**src/rtl/tsil_pkg.sv**
```systemverilog
// ----------------------------------------------------------------------------
// tsil_pkg
// Shared types and constants for the two-level sorted index lookup.
// ----------------------------------------------------------------------------
package tsil_pkg;

  localparam int unsigned STORE_BYTES_DEF = 65536;
  localparam int unsigned BYTE_BITS = 8;

  localparam logic [2:0] ST_WRITTEN      = 3'd0;
  localparam logic [2:0] ST_FOUND        = 3'd1;
  localparam logic [2:0] ST_NO_FIRST     = 3'd2;
  localparam logic [2:0] ST_NO_SECOND    = 3'd3;
  localparam logic [2:0] ST_OUT_OF_STORE = 3'd4;

  localparam logic CMD_STORE  = 1'b0;
  localparam logic CMD_LOOKUP = 1'b1;

  localparam logic [2:0] REG_ENTRY_COUNT = 3'd0;
  localparam logic [2:0] REG_COUNT_BYTES = 3'd1;
  localparam logic [2:0] REG_FKEY_BYTES  = 3'd2;
  localparam logic [2:0] REG_SKEY_BYTES  = 3'd3;
  localparam logic [2:0] REG_FOFF_BYTES  = 3'd4;
  localparam logic [2:0] REG_SOFF_BYTES  = 3'd5;
  localparam logic [2:0] REG_BASE_OFFSET = 3'd6;

  typedef struct packed {
    logic        cmd;
    logic [15:0] store_address;
    logic [7:0]  store_byte;
    logic [31:0] first_key;
    logic [31:0] second_key;
  } in_word_t;

  typedef struct packed {
    logic [2:0]  status;
    logic [32:0] location;
    logic [15:0] first_index;
    logic [15:0] second_index;
  } out_word_t;

  // Field being gathered byte by byte.
  typedef enum logic [2:0] {
    FLD_COUNT, FLD_KEY1, FLD_OFF1, FLD_KEY2, FLD_OFF2
  } field_t;

  // Controller to datapath commands.
  typedef struct packed {
    logic   store_wr;     // write one store byte
    logic   init_l1;      // start first-level search
    logic   init_l2;      // start second-level search from the hit entry
    logic   probe_start;  // compute probe address from lo/hi
    logic   mul_done;     // form entry start address from the product
    logic   rd_issue;     // issue a store read at the byte pointer
    logic   rd_take;      // shift read byte into the field register
    field_t fld;          // field being assembled
    logic   field_begin;  // load pointer with the field start
    logic   compare1;     // narrow range on first level
    logic   compare2;     // narrow range on second level
  } tsil_cmd_t;

  // Datapath to controller status.
  typedef struct packed {
    logic range_empty;  // lo > hi
    logic addr_bad;     // byte pointer at or past the store
    logic field_last;   // current byte is last of field
    logic key_eq;       // key equals search key
  } tsil_stat_t;

  function automatic logic [2:0] eff_width(input logic [2:0] w);
    if (w == 3'd0) return 3'd1;
    if (w > 3'd4) return 3'd4;
    return w;
  endfunction

endpackage

```
**src/rtl/tsil_ctrl.sv**
```systemverilog
// ----------------------------------------------------------------------------
// tsil_ctrl
// Sequencer for store writes and the two binary searches.
// ----------------------------------------------------------------------------
module tsil_ctrl (
  input  logic                 clk,
  input  logic                 rst_n,
  input  logic                 in_valid,
  output logic                 in_ready,
  input  logic                 item_cmd,
  output logic                 out_valid,
  input  logic                 out_ready,
  output logic [2:0]           status,
  output tsil_pkg::tsil_cmd_t  cmd,
  input  tsil_pkg::tsil_stat_t stat
);
  import tsil_pkg::*;

  typedef enum logic [3:0] {
    S_IDLE, S_PROBE, S_MUL, S_FSTART, S_RD, S_WAIT, S_TAKE, S_CMP, S_DONE
  } state_t;

  state_t     state_r, state_nxt;
  field_t     fld_r, fld_nxt;
  logic       lvl2_r, lvl2_nxt;
  logic [2:0] st_r, st_nxt;
  logic       ov_r, ov_nxt;

  assign in_ready  = (state_r == S_IDLE) && !ov_r;
  assign out_valid = ov_r;
  assign status    = st_r;

  always_comb begin
    state_nxt = state_r; fld_nxt = fld_r; lvl2_nxt = lvl2_r;
    st_nxt = st_r; ov_nxt = ov_r;
    cmd = '0;
    cmd.fld = fld_r;
    if (ov_r && out_ready) ov_nxt = 1'b0;
    case (state_r)
      S_IDLE: begin
        if (in_valid && in_ready) begin
          if (item_cmd == CMD_STORE) begin
            cmd.store_wr = 1'b1;
            st_nxt = ST_WRITTEN;
            ov_nxt = 1'b1;
          end else begin
            cmd.init_l1 = 1'b1;
            lvl2_nxt = 1'b0;
            state_nxt = S_PROBE;
          end
        end
      end
      S_PROBE: begin
        if (stat.range_empty) begin
          st_nxt = lvl2_r ? ST_NO_SECOND : ST_NO_FIRST;
          state_nxt = S_DONE;
        end else begin
          cmd.probe_start = 1'b1;
          state_nxt = S_MUL;
        end
      end
      S_MUL: begin
        cmd.mul_done = 1'b1;
        fld_nxt = lvl2_r ? FLD_KEY2 : FLD_COUNT;
        state_nxt = S_FSTART;
      end
      S_FSTART: begin
        cmd.field_begin = 1'b1;
        state_nxt = S_RD;
      end
      S_RD: begin
        if (stat.addr_bad) begin
          st_nxt = ST_OUT_OF_STORE;
          state_nxt = S_DONE;
        end else begin
          cmd.rd_issue = 1'b1;
          state_nxt = S_WAIT;
        end
      end
      S_WAIT: state_nxt = S_TAKE;
      S_TAKE: begin
        cmd.rd_take = 1'b1;
        if (!stat.field_last) state_nxt = S_RD;
        else begin
          case (fld_r)
            FLD_COUNT: begin fld_nxt = FLD_KEY1; state_nxt = S_FSTART; end
            FLD_KEY1:  begin fld_nxt = FLD_OFF1; state_nxt = S_FSTART; end
            FLD_KEY2:  begin fld_nxt = FLD_OFF2; state_nxt = S_FSTART; end
            default:   state_nxt = S_CMP;
          endcase
        end
      end
      S_CMP: begin
        if (lvl2_r) cmd.compare2 = 1'b1;
        else cmd.compare1 = 1'b1;
        if (stat.key_eq) begin
          if (lvl2_r) begin
            st_nxt = ST_FOUND;
            state_nxt = S_DONE;
          end else begin
            state_nxt = S_IDLE;
            lvl2_nxt = 1'b1;
            state_nxt = S_PROBE;
          end
        end else state_nxt = S_PROBE;
      end
      S_DONE: begin
        ov_nxt = 1'b1;
        state_nxt = S_IDLE;
      end
      default: state_nxt = S_IDLE;
    endcase
    // Second-level start: restart bounds from the hit entry's count.
    if (state_r == S_CMP && stat.key_eq && !lvl2_r) cmd.init_l2 = 1'b1;
  end

  always_ff @(posedge clk) begin
    if (!rst_n) begin
      state_r <= S_IDLE;
      ov_r <= 1'b0;
      lvl2_r <= 1'b0;
      fld_r <= FLD_COUNT;
      st_r <= ST_WRITTEN;
    end else begin
      state_r <= state_nxt;
      ov_r <= ov_nxt;
      lvl2_r <= lvl2_nxt;
      fld_r <= fld_nxt;
      st_r <= st_nxt;
    end
  end

endmodule
```
**config.mk**
```make
export PLATFORM = sky130hd
export DESIGN_NAME = tsil_ctrl
export DESIGN_NICKNAME = d
export VERILOG_FILES = /design/src/rtl/tsil_pkg.sv /design/src/rtl/tsil_ctrl.sv
export SDC_FILE = /design/constraint.sdc
export NUM_CORES = 1
export LEC_CHECK = 0
export BUFFER_PORTS_ARGS = -buffer_cell sky130_fd_sc_hd__buf_2
export CAP_MARGIN = 5
export CORE_MARGIN = 1
export CORE_UTILIZATION = 49
export DETAILED_ROUTE_END_ITERATION = 10
export PLACE_DENSITY = 0.85
export SLEW_MARGIN = 30
export SYNTH_ARGS = -nofsm -noshare
export SYNTH_HDL_FRONTEND = slang
export SYNTH_SLANG_ARGS = --single-unit
```
**constraint.sdc**
```tcl
create_clock -name clk -period 1.5 [get_ports clk]
set_input_delay 0.3 -clock clk [delete_from_list [all_inputs] [get_ports clk]]
set_output_delay 0.3 -clock clk [all_outputs]
set_load 0.03 [all_outputs]
```
Yosys cells after proc, flatten, opt, wreduce, memory -nomap -nowiden
Index checks and enable logic that the tools add are counted.
{ "totals": {"word_cells": 85, "inputBits": 9, "reg_bits": 12} }
{ "op_classes": {"n_reduce_logical": 17, "n_eq_ne": 19, "muxes": 44} }
{ "op_table": {"columns": ["op", "count"], "rows": [
  ["$pmux 4 s8", 1],
  ["$mux 3", 9],
  ["$mux 4", 6],
  ["$mux 1", 19],
  ["$eq 4x3->1 const B", 4],
  ["$ne 2x2->1 const B", 7],
  ["$pmux 3 s4", 1],
  ["$pmux 3 s3", 1],
  ["$eq 4x2->1 const B", 2],
  ["$mux 2", 4],
  ["$reduce_and 7->1", 1],
  ["$pmux 3 s2", 1],
  ["$logic_and 1x1->1", 5],
  ["$eq 4x1->1 const B", 1],
  ["$eq 4x4->1 const B", 1],
  ["$logic_not 4->1", 1],
  ["$ne 4x4->1 const B", 1],
  ["$pmux 1 s2", 2],
  ["$reduce_and 4->1", 1],
  ["$reduce_bool 2->1", 2],
  ["$reduce_bool 4->1", 1],
  ["$eq 3x1->1 const B", 1],
  ["$eq 3x2->1 const B", 1],
  ["$logic_not 3->1", 1],
  ["other kinds (5)", 6]
]} }

Depth between registers and ports, before layout
Gate-level depths: netlist (run 1).
{ "logic_depth": {"depth_word": 5, "ltp_mapped": 6, "ltp_nobuf": 4} }

Worst setup path before layout (run 1)
No wires, ideal clock.
{ "synth_timing": {"kind": "register -> output", "from": "register state_r[1]", "to": "output cmd[2] (netlist name)", "arrival_time_ns": 1.595, "path_slack_ns": -0.395, "n_path_buf": 2, "t_required_ns": 1.200, "path_stages_with_launch": 4, "path_cell_list": "dfxtp_1 > buf_6 > buf_2 > nor4bb_1"} }
{ "synth_lines": {"columns": ["element", "line_no", "source"], "rows": [
  ["from (decl)", "tsil_ctrl.sv:23", "state_t state_r, state_nxt;"],
  ["from (signal assigned)", "tsil_ctrl.sv:125", "state_r <= state_nxt;"],
  ["to (decl)", "tsil_ctrl.sv:14", "output tsil_pkg::tsil_cmd_t cmd,"]
]} }

==> impl_metrics.tcl, run 1 <==
set metrics [dict create \
    cp.arrival_ns 1.41 \
    antenna_found_initial 0 \
    synthToLayoutAreaGrowth_pct 65.7 \
    die-area_mm2 0.00193 \
    relSlewSlack 0.794 \
    cp_cell_sequence "nor2_1 > nand2_2 > nor3_4 > buf_6" \
    io_buffers 26 \
    start_kind "flop" \
    dieHeight_um 43.9 \
    grt_pass1_wl_mm 4.71 \
    power.leakage_nw 0.647 \
    crit_slowest_cell "dfxtp_4" \
    clk_path_buf_depth 2 \
    overflow 0 \
    cp-end-kind "primary output" \
    drt_pass1_iterations 8 \
    initial_core_util 0.547 \
    setup-tns-final_ns -1.87 \
    multi_input_area_um2 632 \
    fillers 61 \
    clkLatencyLatePin_ns 0.27 \
    power_switching_share 0.330 \
    p_total_w 0.000832 \
    dpl.cell_count 155 \
    worst_pin_slew_ns 0.308 \
    drc 2 \
    cts-root-buf "clkbuf_4" \
    ant_nets 0 \
    synth_nets 115 \
    netlist.area_leader.share 0.279 \
    die_x_um 43.9 \
    maxCapViolations 0 \
    routed_wl_mm 3.87 \
    crit_cells 4 \
    fin_nets 172 \
    wire_per_inst_um 21.8 \
    fin_skew_ns 0.00580 \
    seq_area_frac_synth 0.279 \
    clock_sinks 12 \
    dp_hpwl_mm 1.79 \
    power_frac_clock 0.227 \
    ys_ff_latch 12 \
    vias 1161 \
    path_class "reg -> out" \
    synth.cell_area_um2 862 \
    grt_max_degree 13 \
    whs_path_depth 3 \
    max_stage_delay_ns 0.38 \
    seqCellArea_um2 255 \
    yosysWarnings 0 \
    grt_pass1_vias 1075 \
    violations "DRC, setup timing" \
    netlist_top_cells_area "dfxtp_1, nand2_1, a21oi_1, mux2i_1, nor2b_1" \
    status "complete, but fails checks" \
    num_rows 14 \
    n_antenna_cell 0 \
    pwr-share-comb 0.362 \
    drt_iter0_drc 93 \
    period_share 1.14 \
    ir_drop_v 0.000531 \
    cts_tree "built" \
    p_seq_frac 0.411 \
    cts_inserted_buffers 3 \
    holdCritPathClass "in -> reg" \
    setup_viol 18 \
    cp_max_fo 7 \
    gp_congestion 0.884 \
    path_clk_slew_ns 0.07 \
    fmax_mhz 586 \
    drive_gt1_frac 0.565 \
    p_switching_w 0.000274 \
    htreeDepth 1 \
    synth_top_area_cell "dfxtp_1" \
    fin_ws_ns -0.206 \
    cp_top_family "simple AND/OR/NAND/NOR gates" \
    syn_inst 106 \
    vias_per_cell 6.56 \
    avgSynthCellArea_um2 8.13 \
    io_pins 27 \
    min_period_ns 1.71 \
    synthDistinctLibCells 41 \
    slew_violations 0 \
    final_cells 177 \
    reg2reg_depth 6 \
    p_int_w 0.000558 \
    track_usage 0.340 \
    worst-path-buf-inv 1 \
    core_area_mm2 0.00158 \
    rsz0062_at_grt "true" \
    p_per_area_mw_per_mm2 582 \
    worstPathRequired_ns 1.20 \
    hold_violations 0 \
]
[final cells by class]
| type | count | share of cell area |
|---|---|---|
| Tap cell | 16 | 0.0140 |
| Timing Repair Buffer | 61 | 0.342 |
| Inverter | 3 | 0.00788 |
| Clock buffer | 3 | 0.0158 |
| Multi-Input combinational cell | 82 | 0.442 |
| Sequential cell | 12 | 0.179 |
[layer usage]
metal | global-route usage | routed length [um] | up-vias
li1 | - | - | 484
met1 | 0.399 | 1390 | 533
met2 | 0.594 | 1740 | 115
met3 | 0.0500 | 520 | 29
met4 | 0.176 | 216 | 0
met5 | 0 | 0 | -
[layout by cell type, fill, tap and decap left out, types with 2 or more instances in the layout]
master	Yosys	routed
a21oi_1	8	7
nor2_2	1	3
o21ai_0	5	4
a21o_1	2	2
dfxtp_1	12	8
nor3_1	2	2
o21ai_1	1	2
dfxtp_4	0	4
nand3_1	2	2
nand2_2	0	2
nor2_1	7	3
o21a_1	2	2
and3_4	0	2
clkbuf_4	0	3
nor2b_4	0	2
nand2_1	12	10
buf_4	3	28
mux2i_1	4	4
buf_2	2	15
inv_1	3	2
nand2b_1	2	2
nor2_4	0	2
nor3b_1	4	4
buf_6	2	18
nor2b_1	5	3
[registers in the layout, summed over array words and instances, names as in the netlist]
name	cells
fld_r	3
out_valid	1
lvl2_r	1
state_r	4
status	3
[synthesized netlist by cell type]
cell type   n
nand3_1     2
nor4bb_1    1
a21oi_1     8
nor3b_1     4
nor4b_2     1
a31o_2      1
o211a_1     1
nor3_2      1
nor2_2      1
a31oi_1     1
inv_1       3
and3b_1     2
and4bb_2    1
or3_1       1
and3_1      2
clkbuf_1    2
buf_2       2
and4b_1     2
nand4b_1    1
a21boi_2    1
o21ai_0     5
o21ai_1     1
and2_1      2
buf_6       2
nor2_1      7
o21a_1      2
nor3_1      2
nor2b_1     5
mux2i_1     4
xnor2_1     1
a32oi_4     1
o22ai_1     1
dfxtp_1    12
xor2_1      1
or3b_1      1
nand2_1    12
a21o_1      2
buf_4       3
a211oi_1    1
nand2b_1    2
o211ai_1    1
[logic make-up (layout without fill, tap and decap cells)]
| logic type | Yosys count | after routing | share of synthesized area |
|---|---|---|---|
| AO/OA/AOI/OAI | 26 | 26 | 0.215 |
| XOR/XNOR | 2 | 2 | 0.0203 |
| buffers and inverters | 12 | 67 | 0.0856 |
| flip-flops | 12 | 12 | 0.279 |
| multiplexers | 4 | 4 | 0.0464 |
| AND/OR/NAND/NOR | 50 | 50 | 0.354 |
[stage by stage]
stage	hold WS, ns	utilization	worst slack, ns	area (um^2)
2_1_floorplan	0.478	-	-0.0904	887
3_5_place_dp	0.453	0.694	-0.0401	1090
4_1_cts	0.349	0.855	-0.149	1350
5_1_grt	0.381	0.906	-0.221	1430
3_3_place_gp	0.443	0.694	0.0274	1090
6_report	0.372	0.906	-0.206	1430
[power groups by stage]
stage / Sequential [W] / Clock [W] / Combinational, W
3_5_place_dp: 0.000347 / 0 / 0.000209
5_1_grt: 0.000342 / 0.000211 / 0.000311
4_1_cts: 0.000338 / 0.000192 / 0.000265
2_1_floorplan: 0.000348 / 0 / 0.000132
6_report: 0.000342 / 0.000189 / 0.000301
3_3_place_gp: 0.000347 / 0 / 0.000202
[tightest hold or removal path, delay by kind of cell]
| kind | cells | cell delay (ns) |
|---|---|---|
| buffers and inverters | 1 | 0.12 |
| AND/OR/NAND/NOR | 1 | 0.06 |
| AO/OA/AOI/OAI | 1 | 0.12 |
[worst paths after layout]
check,from,endpoint,slack [ns]
worst min register to register,status[1],status[1],0.46
worst min-delay path,stat[0],lvl2_r,0.37
worst max-delay path,state_r[2],cmd[12],-0.21
worst max register to register,state_r[1],status[2],-0.10
[repair_timing]
action                     4_1_cts  5_1_grt
setup endpoints to repair       15       18
hold buffers                     0        0
pin swaps                        5        8
gates resized for setup         41       13
buffers inserted                14        6
No activity file was read; power rests on OpenSTA's default activity.
==> run 2, diff against run 1 <==
--- a/config.mk
+++ b/config.mk
@@ -11,6 +11,7 @@
 export CORE_UTILIZATION = 49
 export DETAILED_ROUTE_END_ITERATION = 10
 export PLACE_DENSITY = 0.85
+export RECOVER_POWER = 25
 export SLEW_MARGIN = 30
 export SYNTH_ARGS = -nofsm -noshare
 export SYNTH_HDL_FRONTEND = slang
==> impl_metrics.tcl, run 2 (synthesized netlist as in run 1, its figures left out) <==
set metrics [dict create \
    clk_path_buf_depth 2 \
    power.leakage_nw 0.633 \
    htreeDepth 1 \
    grt_pass1_wl_mm 4.71 \
    io_buffers 26 \
    worst_pin_slew_ns 0.352 \
    final_cell_mix "buf_4, buf_6, buf_2" \
    ir_drop_v 0.000530 \
    clkLatencyLatePin_ns 0.27 \
    rsz0062_at_grt "true" \
    drt_iter0_drc 94 \
    hold_violations 0 \
    relSlewSlack 0.764 \
    final_area_mm2 0.00143 \
    drc 2 \
    cp_max_fo 7 \
    largest_reg_flops 4 \
    holdCritPathClass "in -> reg" \
    path_clk_slew_ns 0.07 \
    worstPathRequired_ns 1.20 \
    fin_skew_ns 0.00483 \
    cp-end-kind "primary output" \
    routed_wl_mm 3.88 \
    antenna_found_initial 0 \
    io_pins 27 \
    vias 1169 \
    fmax_mhz 587 \
    path_class "reg -> out" \
    setup_viol 18 \
    cts_inserted_buffers 3 \
    cp.arrival_ns 1.40 \
    ant_nets 0 \
    min_period_ns 1.70 \
    die_x_um 43.9 \
    maxCapViolations 0 \
    final_common_cell "buf_4" \
    core_area_mm2 0.00158 \
    cts_hold_buf 0 \
    cts_tree "built" \
    track_usage 0.340 \
    crit_slowest_cell "dfxtp_4" \
    n_antenna_cell 0 \
    slew_violations 0 \
    post-place-ws_ns -0.0401 \
    regMostFlops "state_r" \
    initial_core_util 0.547 \
    overflow 0 \
    max_stage_delay_ns 0.38 \
    period_share 1.13 \
    drive_gt1_frac 0.547 \
    cp_cell_sequence "nor2_1 > nand2_2 > nor3_4 > buf_6" \
    dieHeight_um 43.9 \
    setup-tns-final_ns -1.88 \
    drt_pass1_iterations 7 \
    fin_nets 172 \
    wire_per_inst_um 21.9 \
    gp_congestion 0.884 \
    die-area_mm2 0.00193 \
    post_dp_cell_area_mm2 0.00109 \
    dp_hpwl_mm 1.79 \
    cts-root-buf "clkbuf_4" \
    p_per_area_mw_per_mm2 584 \
    grt_pass1_vias 1075 \
    start_kind "flop" \
    grt_max_degree 13 \
    fin_ws_ns -0.202 \
    num_rows 14 \
    vias_per_cell 6.60 \
    clock_sinks 12 \
    synthToLayoutAreaGrowth_pct 65.3 \
    status "complete, but fails checks" \
    violations "DRC, setup timing" \
]
run 2: changes by cell type in the layout (fill, tap and decap cells not counted):
cell,change
clkbuf_1,+3
buf_2,-3
run 2: critical path, delay by kind of cell, from the launching register on:
kind,cells,cell delay (ns)
simple gates,3,0.58
buf+inv,1,0.17
flops,1,0.38
run 2: timing repair:
item	CTS	global route
buffers inserted	14	6
pin swaps	5	8
gates resized for setup	41	13
cloned	0	0
hold endpoints to repair	0	0
endpoints found under the setup margin	15	18
run 2: report_power, final:
group	internal, W	switching, W
clock network	0.0000929	0.0000962
registers	0.000323	0.0000183
logic	0.000141	0.000161
total	0.000557	0.000275
run 2: area by class of cell:
type / instances / area [um^2]
clock buffer: 3 / 22.5
fill: 62 / 151
inverter: 3 / 11.3
multi-input combinational: 82 / 632
sequential: 12 / 255
tap: 16 / 20.0
timing repair buffer: 61 / 484
run 2: final timing paths:
path,startpoint,slack (ns),end,depth (start not counted)
worst max-delay path,state_r[2],-0.20,cmd[12],4
worst min register to register,status[1],0.46,status[1],2
worst max register to register,state_r[1],-0.09,status[2],6
worst min-delay path,stat[0],0.37,lvl2_r,3
run 2: layer usage:
layer	track usage	up-vias	part of all wire
li1	-	484	-
met1	0.399	534	0.35
met2	0.594	120	0.45
met3	0.0500	31	0.14
met4	0.176	0	0.056
met5	0	-	0
run 2: metrics by stage:
stage                util  total power [W]  instances  hold WS (ns)
finish              0.904         0.000832        177         0.372
global route        0.904         0.000863        177         0.381
CTS                 0.855         0.000795        172         0.349
floorplan               -         0.000480        106         0.478
detailed placement  0.694         0.000557        155         0.453
global placement    0.694         0.000549        155         0.443
